<file path="config.mk">
export PLATFORM = sky130hd
export DESIGN_NAME = salc_ram
export DESIGN_NICKNAME = d
export VERILOG_FILES = /design/src/hw/rtl/salc_ram.sv
export SDC_FILE = /design/constraint.sdc
export NUM_CORES = 1
export LEC_CHECK = 0
export BUFFER_PORTS_ARGS = -buffer_cell sky130_fd_sc_hd__clkbuf_2
export CORE_MARGIN = 3
export CORE_UTILIZATION = 60
export DETAILED_ROUTE_END_ITERATION = 12
export PLACE_DENSITY = 0.75
export SYNTH_ARGS = -nofsm -noshare
export SYNTH_HDL_FRONTEND = slang
export SYNTH_SLANG_ARGS = --single-unit
</file>
<file path="constraint.sdc">
create_clock -name aclk -period 2 [get_ports aclk]
set_input_delay 0.1 -clock aclk [delete_from_list [all_inputs] [get_ports aclk]]
set_output_delay 0.1 -clock aclk [all_outputs]
set_load 0.005 [all_outputs]
</file>
<file path="src/hw/rtl/salc_ram.sv">
module salc_ram #(
    parameter int WIDTH = 8,
    parameter int DEPTH = 16,
    localparam int AW = (DEPTH > 1) ? $clog2(DEPTH) : 1
) (
    input  logic             aclk,
    input  logic             we,
    input  logic [AW-1:0]    waddr,
    input  logic [WIDTH-1:0] wdata,
    input  logic             re,
    input  logic [AW-1:0]    raddr,
    output logic [WIDTH-1:0] rdata
);

    logic [WIDTH-1:0] mem [DEPTH];

    always_ff @(posedge aclk) begin
        if (we) begin
            mem[waddr] <= wdata;
        end
        if (re) begin
            rdata <= mem[raddr];
        end
    end

endmodule

</file>
[Yosys cells after proc, flatten, opt, wreduce, memory -nomap -nowiden]
Memories as Yosys holds them, arrays and structs flattened. A register that Yosys moved wholly into a read port is not among the register bits.
Index checks and enable logic that the tools add are counted.
Widths: inputs -> output; s select.
Storage, ports and cells
  flip-flop bits (word level): 0
  RAM bits: 128
  input bits: 19
  output and inout bits: 8
  logic and storage cells: 3
  memories: 1
Memory list
  mem: words 16, bits a word 8, rd ports 1, clocked after Yosys merged registers in 1, write ports 1, line 15  | logic [WIDTH-1:0] mem [DEPTH];
Cells by class
  mux-type cells: 2
Operator list (number)
  $mux 1: 2

[Depth between registers and ports, before layout]
  depth in word-level cells: 2
  gate-level depth with buffers: 5
  depth with buffers taken out: 3

[Least setup slack after synthesis]
No wires, ideal clock.
  path kind: input to register
  start point: in waddr[2]
  end point: mem mem[0][0] (enable)
  data arrival time: 1.210 ns
  required time: 1.617 ns
  setup slack: 0.407 ns
  cell stages on the path: 2
  buffers on the path: 0
  cell sequence: or3b_2 > nor3_1
RTL lines
  start, declared: line 8  | input logic [AW-1:0] waddr,
  end, declared: line 15
Straight into the memory's write port.

==> impl_results.md <==
- Outcome: finished, final reports clean
- Maximum clock frequency: ~0.66 GHz
- Sink Count: ~140
- Die Y: ~99 µm
- Worst slew pin tran: 0.729 ns
- CP Max Fanout: 1
- Synthesis-to-layout area growth: 16.7%
- Crit-path cells: mux4_1 -> a22oi_1 -> nand2_1
- Final Setup Violations: 0
- CTS tree: built
- Drt drc: 0
- Syn_nets: 248
- Post-route ant nets: 0
- Yosys warns: 0
- FF-to-FF End: rdata[3]
- Clock buffer count from CTS: 17
- Largest net degree at the start of global routing: 33
- Die width: 99.3 µm
- Worst setup path class: reg -> reg
- Rows: 33
- FF+latch count, synth: between 100 and 150
- Rel. slew slack: 0.512
- Ratio of cells with drive above 1 in the final layout: 0.306
- Unrepaired setup endpoints after global routing: false
- Final Cycle Share: 0.759
- Syn avg cell area: around 23 µm²
- Initial Util: 0.627
- Ranking of synthesized cells by area: edfxtp_1 78%, mux4_2 7.8%, mux4_1 7.0%
- Clk buf depth: 2
- CP startpoint: mem[4][3]
- Hold buffers post-CTS: 0
- Mapped cell area: 5230 µm²
- Top cells by count, synth: 136 x edfxtp_1, 18 x mux4_2, 16 x a22oi_1, 14 x mux4_1, 13 x nor2_1
- Worst path depth: 3
- DR vias/cell: ~6.2
- IO buf count: 26
- Setup_tns: 0 ns
- R2R Path Start: mem[4][3]
- Htree depth: 4
- Post-Synthesis Cells: between 200 and 250
- Critical Path Sink Type: register
- Aggregate global routing overflow: 0
- RePlAce Congestion: approximately 0.73
- Arrival @ worst endpoint: approximately 1.8 ns
- Most frequent cell after synthesis: edfxtp_1
- Clock Skew: ~0.0032 ns
- CTS clk-pin slew, worst paths: about 0.060 ns
- I/O pins: 27
- Gr usage total: 0.225
- Post-synth top flop: edfxtp_1
- Seq/Total Area, Yosys: 0.781
- Post-DP HPWL: slightly above 6 mm
- First-pass GRT wire length: 15.4 mm
- Share of flip-flops with an asynchronous set or reset: 0
- Slowest CP cell: mux4_1
- EDFF count, synth: 136
- FF-to-FF setup slack: ~0.48 ns
- Synth area leader: edfxtp_1
- Final cell utilization of the core: 0.731
- Via count of the first global-routing pass: between 2000 and 3000
- Core Area: 8340 µm²
- Final nets: approximately 300
- Critical Path End: rdata[3]
- PD cells: 1030 nW/µm²
- Critical Path RT: around 2.3 ns
- HP Class: in -> reg
- Maxcap violations: 0
- Share of the synthesized area in the top cell type: 0.781
- Final hold vios: 0
- P_leak: approximately 0.0021 µW
- CP delay by family, top: multiplexers
- Max-slew violations: 0
- Buf/Inv on CP: 0
- DR WL/cell: 24.6 µm
- FF-to-FF path depth: 3
- Setup repair bufs after CTS: 0
- Detailed Route Iter0 Violations: 210
- Count of cell types in the netlist: 18
- Peak supply drop: 0.618 mV
- Final min period: approximately 1.5 ns
- Number of vias in the routed layout: about 2500
- Post-cts repair resize count: 0
- Pre-antenna DRT Iters: 5
- Clk root buf: clkbuf_8
- Critical Path Start Type: register
- Die area: roughly 10000 µm²
- Ant. Diodes: 0
- Slowest stage delay, CP: between 0.5 and 0.6 ns
- Clock Latency Late Sink: around 0.5 ns
- Initial antenna violation count: 0
- Final WL: 9.81 mm
## layout by cell type (no fill, tap or decap)
master and n:
clkinv_2 5, nand2_1 9, nor2_1 13, nor3_1 4, edfxtp_1 136, clkinvlp_4 2, bufinv_16 2, nand2b_1 2
buf_4 17, clkbuf_1 1, and2b_1 1, clkinv_1 3, clkbuf_8 1, nand3b_1 2, mux4_2 18, clkbuf_2 26
mux4_1 14, nor2b_1 1, a22oi_1 16, and2_1 1, clkbuf_16 16, or3b_2 1, buf_12 2, nand3_1 1
## registers in the layout (all words and copies together), names as in the netlist
name   flops
rdata      8
mem      128
## per-stage QoR
stage	hold slack (ns)	power [µW]	instances	cell area (µm²)	setup WS [ns]
floorplan	0.199	3450	229	5230	0.407
global route	0.0158	6490	399	6100	0.428
global placement	0.502	3560	369	5570	0.299
finish	0.0110	6270	399	6100	0.482
detailed placement	0.504	3580	369	5570	0.272
CTS	0.00109	6330	399	6100	0.451
## per-layer routing
metal / vias up / share of wire / track usage
met5: - / 0 / 0
met4: 0 / 0.0089 / 0.0704
met3: 11 / 0.070 / 0.0575
met2: 105 / 0.53 / 0.361
met1: 1280 / 0.39 / 0.309
li1: 1090 / - / -
## worst min-delay path by stage
stage                end      from  cells past startpoint  slack, ns
2_1_floorplan  mem[0][0]  wdata[0]                      0       0.20
6_report       mem[6][0]  wdata[0]                      1       0.01
3_5_place_dp    rdata[1]  rdata[1]                      1       0.50
5_1_grt         rdata[2]        re                      1       0.02
3_3_place_gp    rdata[6]  rdata[6]                      1       0.50
4_1_cts        mem[6][0]  wdata[0]                      1      0.001
## cells by family after synthesis
group           synth area share
flops                      0.781
buf+inv                   0.0165
simple gates              0.0314
compound gates            0.0230
mux                        0.148
## power breakdown
group          internal, µW  switching [µW]
sequential             3210            18.9
combinational           125             162
clock                  1730            1030
## worst reg2reg max path, stage by stage, from the launching register on
cell and delay, ns:
edfxtp_1 0.36, mux4_1 0.56, a22oi_1 0.24, nand2_1 0.10
## layout make-up
class | instances | area [µm²]
sequential | 136 | 4080
fill | 489 | 2240
multi-input combinational | 83 | 1060
clock buffer | 18 | 418
timing repair buffer | 45 | 298
tap | 105 | 131
clock inverter | 12 | 111
Note: power is estimated with default switching activity, not from simulation.
